--- src/sv/quoted_argument_splitter_defines.svh ---
// ----------------------------------------------------------------------------
// quoted argument splitter assertion macros
// shared concurrent assertion forms for the splitter checks
// ----------------------------------------------------------------------------
`ifndef QUOTED_ARGUMENT_SPLITTER_DEFINES_SVH
`define QUOTED_ARGUMENT_SPLITTER_DEFINES_SVH

// same-cycle implication, disabled in reset
`define QAS_ASSERT_NOW(label, clk, rst_n, ante, cons) \
	label: assert property (@(posedge clk) disable iff (!rst_n) (ante) |-> (cons)) \
		else $error("assertion failed: same-cycle check");

// next-cycle implication, disabled in reset
`define QAS_ASSERT_NEXT(label, clk, rst_n, ante, cons) \
	label: assert property (@(posedge clk) disable iff (!rst_n) (ante) |=> (cons)) \
		else $error("assertion failed: next-cycle check");

`endif

--- src/sv/qas_pkg.sv ---
// ----------------------------------------------------------------------------
// qas_pkg
// types, character codes and helpers of the quoted argument splitter
// ----------------------------------------------------------------------------
package qas_pkg;

	typedef enum logic [2:0] {
		PH_IDLE   = 3'd0,
		PH_BARE   = 3'd1,
		PH_QUOTED = 3'd2,
		PH_ESC    = 3'd3,
		PH_HEX    = 3'd4,
		PH_OCT    = 3'd5,
		PH_CLOSED = 3'd6
	} phase_t;

	typedef enum logic [1:0] {
		KIND_BYTE = 2'd0,
		KIND_ARG  = 2'd1,
		KIND_DONE = 2'd2,
		KIND_FAIL = 2'd3
	} kind_t;

	// up to two results per request
	typedef struct packed {
		logic [1:0] n;
		kind_t      k0;
		logic [7:0] b0;
		kind_t      k1;
		logic [7:0] b1;
	} res_t;

	localparam logic [7:0] CH_SPACE     = 8'h20;
	localparam logic [7:0] CH_QUOTE     = 8'h22;
	localparam logic [7:0] CH_BACKSLASH = 8'h5C;
	localparam logic [7:0] CH_ZERO      = 8'h30;
	localparam logic [7:0] CH_EIGHT     = 8'h38;
	localparam logic [7:0] CH_NINE      = 8'h39;
	localparam logic [7:0] CH_X         = 8'h78;
	localparam logic [7:0] CH_A_LC      = 8'h61;
	localparam logic [7:0] CH_B_LC      = 8'h62;
	localparam logic [7:0] CH_F_LC      = 8'h66;
	localparam logic [7:0] CH_N_LC      = 8'h6E;
	localparam logic [7:0] CH_T_LC      = 8'h74;
	localparam logic [7:0] CH_A_UC      = 8'h41;
	localparam logic [7:0] CH_F_UC      = 8'h46;
	localparam logic [7:0] TEN          = 8'h0A;

	function automatic res_t push(res_t r, kind_t k, logic [7:0] b);
		res_t o;
		o = r;
		if (r.n == 2'd0) begin
			o.k0 = k;
			o.b0 = (k == KIND_BYTE) ? b : 8'h00;
		end else begin
			o.k1 = k;
			o.b1 = (k == KIND_BYTE) ? b : 8'h00;
		end
		o.n = r.n + 2'd1;
		return o;
	endfunction

	// {valid, digit value}
	function automatic logic [4:0] hex_val(logic [7:0] b);
		logic [7:0] t;
		t = 8'h00;
		if (b >= CH_ZERO && b <= CH_NINE) begin
			t = b - CH_ZERO;
			return {1'b1, t[3:0]};
		end else if (b >= CH_A_LC && b <= CH_F_LC) begin
			t = b - CH_A_LC + TEN;
			return {1'b1, t[3:0]};
		end else if (b >= CH_A_UC && b <= CH_F_UC) begin
			t = b - CH_A_UC + TEN;
			return {1'b1, t[3:0]};
		end
		return 5'd0;
	endfunction

endpackage

--- src/sv/quoted_argument_splitter.sv ---
// ----------------------------------------------------------------------------
// quoted_argument_splitter
// splits a command string into arguments and decodes quoted escapes
// ----------------------------------------------------------------------------
// a request passes the input register, then the result register, before its first result
// throughput: 1 request per cycle while the output takes results; a request giving two
//   results holds the result register until both have left, stalling requests with results
// reset: arst_n async low clears phase, escape state, fail flag and valids;
//   the split mode register split_q returns to 1
`include "quoted_argument_splitter_defines.svh"

module quoted_argument_splitter
	import qas_pkg::*;
(
	input  logic       clk,
	input  logic       arst_n,
	// configuration write
	input  logic       cfg_valid,
	output logic       cfg_ready,
	input  logic       split_mode,
	// input requests
	input  logic       in_valid,
	output logic       in_ready,
	input  logic [7:0] in_byte,
	input  logic       end_of_string,
	// results
	output logic       out_valid,
	input  logic       out_ready,
	output logic [1:0] result_kind,
	output logic [7:0] out_byte,
	output logic       last_of_run
);

	// configuration register, always writable
	logic split_q;

	assign cfg_ready = 1'b1;

	always_ff @(posedge clk or negedge arst_n) begin
		if (!arst_n) begin
			split_q <= 1'b1;
		end else if (cfg_valid && cfg_ready) begin
			split_q <= split_mode;
		end
	end

	// ------------------------------------------------------------------
	// input register stage
	// ------------------------------------------------------------------
	logic       valid_s1;
	logic [7:0] byte_s1;
	logic       eos_s1;
	logic       advance;

	assign in_ready = !valid_s1 || advance;

	always_ff @(posedge clk or negedge arst_n) begin
		if (!arst_n) begin
			valid_s1 <= 1'b0;
		end else if (in_ready) begin
			valid_s1 <= in_valid;
		end
	end

	always_ff @(posedge clk) begin
		if (in_valid && in_ready) begin
			byte_s1 <= in_byte;
			eos_s1  <= end_of_string;
		end
	end

	// ------------------------------------------------------------------
	// parser state
	// ------------------------------------------------------------------
	phase_t     phase_q;
	logic [8:0] ev_q;       // escape value being built
	logic [1:0] dc_q;       // digits seen in the escape
	logic       failed_q;

	phase_t     ph;
	phase_t     ph_n;
	logic [8:0] ev_n;
	logic [1:0] dc_n;
	logic       fail_n;
	logic       quoted;
	logic [4:0] hv;
	res_t       res;

	// one step of the parser, applied to the held request
	always_comb begin
		ph     = phase_q;
		// split-only phases fall back to outside quotes in unescape mode
		if (!split_q && (ph == PH_BARE || ph == PH_CLOSED)) begin
			ph = PH_IDLE;
		end
		ph_n   = ph;
		ev_n   = ev_q;
		dc_n   = dc_q;
		fail_n = failed_q;
		quoted = 1'b0;
		hv     = hex_val(byte_s1);
		res    = '{n: 2'd0, k0: KIND_BYTE, b0: 8'h00, k1: KIND_BYTE, b1: 8'h00};

		if (eos_s1) begin
			// end of string: report once, then back to reset state
			if (failed_q) begin
				res = push(res, KIND_FAIL, 8'h00);
			end else if (ph == PH_QUOTED || ph == PH_ESC || ph == PH_HEX
					|| ph == PH_OCT) begin
				// unterminated quote or escape
				res = push(res, KIND_FAIL, 8'h00);
			end else begin
				if (ph == PH_BARE || ph == PH_CLOSED) begin
					res = push(res, KIND_ARG, 8'h00);
				end
				res = push(res, KIND_DONE, 8'h00);
			end
			ph_n   = PH_IDLE;
			ev_n   = 9'd0;
			dc_n   = 2'd0;
			fail_n = 1'b0;
		end else if (!failed_q) begin
			case (ph)
				PH_BARE: begin
					if (byte_s1 == CH_SPACE) begin
						res  = push(res, KIND_ARG, 8'h00);
						ph_n = PH_IDLE;
					end else begin
						res = push(res, KIND_BYTE, byte_s1);
					end
				end
				PH_QUOTED: begin
					quoted = 1'b1;
				end
				PH_ESC: begin
					ph_n = PH_QUOTED;
					case (byte_s1)
						CH_A_LC:      res = push(res, KIND_BYTE, 8'h07);
						CH_B_LC:      res = push(res, KIND_BYTE, 8'h08);
						CH_F_LC:      res = push(res, KIND_BYTE, 8'h0C);
						CH_N_LC:      res = push(res, KIND_BYTE, 8'h0A);
						CH_T_LC:      res = push(res, KIND_BYTE, 8'h09);
						CH_BACKSLASH: res = push(res, KIND_BYTE, byte_s1);
						CH_QUOTE:     res = push(res, KIND_BYTE, byte_s1);
						CH_X: begin
							ph_n = PH_HEX;
							ev_n = 9'd0;
							dc_n = 2'd0;
						end
						CH_ZERO: begin
							ph_n = PH_OCT;
							ev_n = 9'd0;
							dc_n = 2'd0;
						end
						default: begin
							// unknown escape
							fail_n = 1'b1;
							ph_n   = PH_IDLE;
						end
					endcase
				end
				PH_HEX: begin
					if (hv[4]) begin
						ev_n = {ev_q[4:0], hv[3:0]};
						dc_n = dc_q + 2'd1;
						if (dc_n >= 2'd2) begin
							res  = push(res, KIND_BYTE, ev_n[7:0]);
							ph_n = PH_QUOTED;
						end
					end else begin
						// short escape closed by a non-digit
						res    = push(res, KIND_BYTE, ev_q[7:0]);
						ph_n   = PH_QUOTED;
						quoted = 1'b1;
					end
				end
				PH_OCT: begin
					if (byte_s1 >= CH_ZERO && byte_s1 < CH_EIGHT) begin
						ev_n = {ev_q[5:0], byte_s1[2:0]};
						dc_n = dc_q + 2'd1;
						if (dc_n >= 2'd3) begin
							res  = push(res, KIND_BYTE, ev_n[7:0]);
							ph_n = PH_QUOTED;
						end
					end else begin
						res    = push(res, KIND_BYTE, ev_q[7:0]);
						ph_n   = PH_QUOTED;
						quoted = 1'b1;
					end
				end
				PH_CLOSED: begin
					// closing quote must be followed by a space
					if (byte_s1 == CH_SPACE) begin
						res  = push(res, KIND_ARG, 8'h00);
						ph_n = PH_IDLE;
					end else begin
						fail_n = 1'b1;
						ph_n   = PH_IDLE;
					end
				end
				default: begin
					ph_n = PH_IDLE;
					if (byte_s1 == CH_QUOTE) begin
						ph_n = PH_QUOTED;
					end else if (split_q && byte_s1 == CH_SPACE) begin
						// skip spaces between arguments
						ph_n = PH_IDLE;
					end else begin
						res = push(res, KIND_BYTE, byte_s1);
						if (split_q) begin
							ph_n = PH_BARE;
						end
					end
				end
			endcase

			// ordinary byte inside quotes
			if (quoted) begin
				if (byte_s1 == CH_QUOTE) begin
					ph_n = split_q ? PH_CLOSED : PH_IDLE;
				end else if (byte_s1 == CH_BACKSLASH) begin
					ph_n = PH_ESC;
				end else begin
					res = push(res, KIND_BYTE, byte_s1);
				end
			end
		end
	end

	// ------------------------------------------------------------------
	// result register: holds the one or two results of a request
	// ------------------------------------------------------------------
	logic       rvalid_q;
	logic [1:0] rn_q;
	logic       ridx_q;
	kind_t      rk0_q;
	kind_t      rk1_q;
	logic [7:0] rb0_q;
	logic [7:0] rb1_q;
	logic       r_last;
	logic       out_free;

	assign r_last   = (rn_q == 2'd1) || ridx_q;
	assign out_free = !rvalid_q || (out_ready && r_last);
	// requests without results never wait on the output side
	assign advance  = valid_s1 && ((res.n == 2'd0) || out_free);

	always_ff @(posedge clk or negedge arst_n) begin
		if (!arst_n) begin
			phase_q  <= PH_IDLE;
			ev_q     <= 9'd0;
			dc_q     <= 2'd0;
			failed_q <= 1'b0;
		end else if (advance) begin
			phase_q  <= ph_n;
			ev_q     <= ev_n;
			dc_q     <= dc_n;
			failed_q <= fail_n;
		end
	end

	// a load only happens when the register is empty or its last result leaves
	always_ff @(posedge clk or negedge arst_n) begin
		if (!arst_n) begin
			rvalid_q <= 1'b0;
			rn_q     <= 2'd0;
			ridx_q   <= 1'b0;
		end else if (advance && res.n != 2'd0) begin
			rvalid_q <= 1'b1;
			rn_q     <= res.n;
			ridx_q   <= 1'b0;
		end else if (rvalid_q && out_ready) begin
			if (r_last) begin
				rvalid_q <= 1'b0;
			end else begin
				ridx_q <= 1'b1;
			end
		end
	end

	always_ff @(posedge clk) begin
		if (advance && res.n != 2'd0) begin
			rk0_q <= res.k0;
			rb0_q <= res.b0;
			rk1_q <= res.k1;
			rb1_q <= res.b1;
		end
	end

	assign out_valid   = rvalid_q;
	assign result_kind = ridx_q ? rk1_q : rk0_q;
	assign out_byte    = ridx_q ? rb1_q : rb0_q;
	assign last_of_run = r_last;

	// ------------------------------------------------------------------
	// assertions
	// ------------------------------------------------------------------
	`QAS_ASSERT_NOW(a_res_count, clk, arst_n, rvalid_q, (rn_q == 2'd1) || (rn_q == 2'd2))
	`QAS_ASSERT_NOW(a_load_free, clk, arst_n, advance && (res.n != 2'd0), out_free)
	`QAS_ASSERT_NEXT(a_eos_clear, clk, arst_n, advance && eos_s1,
		(phase_q == PH_IDLE) && !failed_q && (dc_q == 2'd0))
	`QAS_ASSERT_NOW(a_in_open, clk, arst_n, !valid_s1, in_ready)

endmodule
--- config.mk ---
export PLATFORM = sky130hd
export DESIGN_NAME = quoted_argument_splitter
export DESIGN_NICKNAME = d
export VERILOG_FILES = /design/src/sv/qas_pkg.sv /design/src/sv/quoted_argument_splitter.sv
export VERILOG_INCLUDE_DIRS = /design/src /design/src/sv
export SDC_FILE = /design/constraint.sdc
export NUM_CORES = 1
export LEC_CHECK = 0
export BUFFER_PORTS_ARGS = -buffer_cell sky130_fd_sc_hd__buf_2
export CORE_MARGIN = 4
export CORE_UTILIZATION = 62
export CTS_BUF_LIST = sky130_fd_sc_hd__clkbuf_8
export CTS_CLUSTER_DIAMETER = 30
export CTS_CLUSTER_SIZE = 8
export DETAILED_ROUTE_END_ITERATION = 12
export PLACE_DENSITY_LB_ADDON = 0.15
export SYNTH_ARGS = -nofsm -noshare
export SYNTH_HDL_FRONTEND = slang
export SYNTH_SLANG_ARGS = --single-unit
--- constraint.sdc ---
create_clock -name clk -period 5.1 [get_ports clk]
set_input_delay 1.02 -clock clk [delete_from_list [all_inputs] [get_ports clk]]
set_output_delay 1.02 -clock clk [all_outputs]
set_load 0.01 [all_outputs]
==> flow_metrics.py <==
metrics = {
    "critical_path": {
        "worstRegToRegCells": 10,
        "critical_path_class": "flip-flop to output port",
        "cp.required_ns": 4.08,
        "r2r_end": "ev_q[5]$_DFFE_PN0P_",
        "regToRegSetupSlack_ns": 0.81,
        "path_max_fanout": 13,
        "rr_startpoint": "byte_s1[4]$_DFFE_PP_",
        "critPathLaunchType": "flip-flop",
        "cp.arrival_ns": 3.78,
        "end_kind": "output port",
    },
    "drt": {
        "first_iter_violations": 328,
        "vias": 2991,
        "dr.pass1.iters": 5,
        "drtAntennaViolNets": 0,
        "drc": 0,
        "routedWlPerCell_um": 18.57,
        "viasPerCell": 6.632,
        "finalWirelength_um": 8374,
    },
    "synth": {
        "ys_seq_area_share_pct": 41.10,
        "synth_top_area_share_pct": 25.74,
        "syn_inst": 358,
        "synth_ff_type": "edfxtp_1",
        "synthDistinctLibCells": 71,
        "async_flop_share_pct": 41.67,
        "yosysMostFrequentCell": "nand2_1",
        "synth_largest_area_cell": "edfxtp_1",
        "synth_common_cells": "nand2_1, edfxtp_1, nor2_1",
        "yosysWarnings": 0,
        "synth-edff-count": 28,
        "ys_seq_elements": 48,
        "synth_area_sq_um": 3267,
        "ys_top_cells_by_area": "edfxtp_1, dfrtp_1, nand2_1, a21oi_1, mux2_2",
        "avgSynthCellArea_sq_um": 9.125,
        "syn_nets": 379,
    },
    "global_routing": {
        "grt_antenna_before_repair": 0,
        "grt_pass1_wl_um": 13580,
        "grt_pass1_vias": 2592,
        "grt_util_met3_pct": 3.587,
        "use_met1_pct": 38.77,
        "grt_max_degree": 23,
        "grt_use_met2_pct": 43.71,
        "track_usage_pct": 27.33,
        "overflow": 0,
        "grt-busiest-layer": "met2",
    },
    "floorplan": {
        "boundaryPins": 29,
        "coreArea_sq_um": 5107,
        "fp-row-count": 26,
        "fp.dieH_um": 80.59,
        "die_x_um": 80.59,
        "start_util_pct": 63.96,
        "fp.dieArea_sq_um": 6495,
    },
    "cells_and_area": {
        "area.growth.synth_to_final_pct": 9.422,
        "seqCellArea_sq_um": 1343,
        "fin_area_sq_um": 3575,
        "multi_input_area_sq_um": 1789,
        "drive_gt1_share_pct": 17.59,
        "final_core_util_pct": 69.99,
        "fillers": 436,
        "fin_cells": 451,
        "fin_nets": 401,
        "n_antenna_cell": 0,
    },
    "cts": {
        "clk_pin_slew_worst_paths_ns": 0.09,
        "cts_tree": "yes",
        "clock_path_buffers": 2,
        "postCtsSetupBuffers": 0,
        "ctsRootBufferMaster": "clkbuf_8",
        "numCtsBuffers": 5,
        "clk_latency_ns": 0.31,
        "cts_resized": 0,
        "cts-htree-levels": 2,
        "clock-sinks": 48,
        "cts_hold_buffers": 0,
    },
    "power": {
        "ir_drop_mv": 0.3327,
        "powerDensity_nw_per_um2": 466.4,
        "cellLeakagePower_nw": 1.383,
    },
    "worst_hold_path": {
        "hold_class": "flip-flop to flip-flop",
        "hp-start": "rn_q[0]$_DFFE_PN0P_",
        "worst_hold_path.endpoint": "rn_q[0]$_DFFE_PN0P_",
        "whs_path_depth": 2,
    },
    "timing": {
        "rsz0062_at_grt": "false",
        "final-setup-viol-count": 0,
        "min_period_ns": 4.801,
        "hold_viol": 0,
        "period_share_pct": 94.13,
        "slew_viol_final": 0,
        "fin_setup_tns_ns": 0,
        "fin_skew_ns": 0.007585,
        "fmax_mhz": 208.3,
        "slew_headroom_pct": 44.99,
        "worstMarginPinSlew_ns": 0.8252,
    },
    "placement": {
        "place_inst": 443,
        "port_buffers": 27,
        "dpl_cell_area_sq_um": 3460,
        "place_congestion": 0.9839,
        "hpwl_um": 6216,
    },
    "outcome": {
        "outcome": "finished, final reports clean",
    },
    "flow_run": {
        "drv_cap": 0,
    },
}
==> layout by cell type, fill, tap and decap left out, types with 5 or more instances in the layout <==
master    instances
a22o_1            5
mux2_2            9
nor2_1           25
inv_1            17
o21ai_0          18
a31oi_1          13
nand2_1          33
a21oi_1          21
nor3_1            8
nand2b_1          5
mux2i_1           6
o22ai_1           7
and3_1            7
o31ai_1           7
edfxtp_1         28
buf_4             5
clkbuf_8          5
o21ai_1           9
and2_1           10
dfrtp_1          19
ha_1              6
buf_2            27
nand3_1          12
==> per-layer routing <==
metal | share of wire [%] | wire length (um)
met5 | 0 | 0
met4 | 1.9 | 156
met3 | 7.7 | 647
met2 | 47 | 3917
met1 | 44 | 3653
==> logic make-up after synthesis <==
group	count (synthesis)	synth area share [%]
simple gates	132	22.06
compound gates	119	24.82
flops	48	41.10
buf+inv	35	4.136
mux	15	4.941
fa+ha+maj	6	2.298
xor+xnor	2	0.5363
other cells	1	0.1148
==> sequential cells by signal, indices dropped and copies added (netlist names) <==
signal / cells
out_valid: 1
rb1_q: 8
byte_s1: 8
ev_q: 8
failed_q: 1
phase_q: 3
valid_s1: 1
dc_q: 2
rk0_q: 2
rb0_q: 8
eos_s1: 1
ridx_q: 1
split_q: 1
rk1_q: 1
rn_q: 2
==> critical path: stages, from the launching register on <==
cell and delay (ns):
edfxtp_1 0.58, or4b_4 0.60, or4_4 0.55, a21o_1 0.19
a211o_2 0.35, or2_2 0.31, ha_1 0.32, nor3_1 0.06
o21ai_1 0.20, nand3_1 0.12, buf_2 0.18
==> where the power goes <==
group | leakage (nW) | switching [mW] | total [mW] | internal [mW]
Sequential | 0.539 | 0.0869 | 0.640 | 0.553
Combinational | 0.789 | 0.447 | 0.739 | 0.291
Clock | 0.0548 | 0.141 | 0.289 | 0.148
==> stage by stage <==
stage,setup WS (ns),total power [mW],hold slack [ns]
finish,0.2993,1.667,0.4898
global route,0.1418,1.767,0.5018
CTS,0.3345,1.658,0.4877
detailed placement,0.6881,1.373,0.4651
global placement,0.7435,1.357,0.4594
floorplan,0.9979,1.196,0.4473
==> layout make-up <==
| cell class | count | share of cell area (%) |
|---|---|---|
| inverters | 18 | 1.890 |
| well taps | 70 | 2.450 |
| clock buffers | 5 | 1.925 |
| repair buffers | 32 | 4.830 |
| multi-input cells | 275 | 50.05 |
| clock inverters | 3 | 1.295 |
| flip-flops and latches | 48 | 37.56 |
==> worst max-delay path by stage <==
stage | from | end | slack [ns] | cells after the start
3_3_place_gp | byte_s1[4]$_DFFE_PP_ | in_ready | 0.74 | 10
3_5_place_dp | byte_s1[4]$_DFFE_PP_ | in_ready | 0.69 | 10
4_1_cts | byte_s1[4]$_DFFE_PP_ | in_ready | 0.33 | 10
2_1_floorplan | byte_s1[0]$_DFFE_PP_ | in_ready | 1.0 | 12
5_1_grt | byte_s1[0]$_DFFE_PP_ | in_ready | 0.14 | 12
6_report | byte_s1[4]$_DFFE_PP_ | in_ready | 0.30 | 10
No activity file was read; power rests on OpenSTA's default activity.
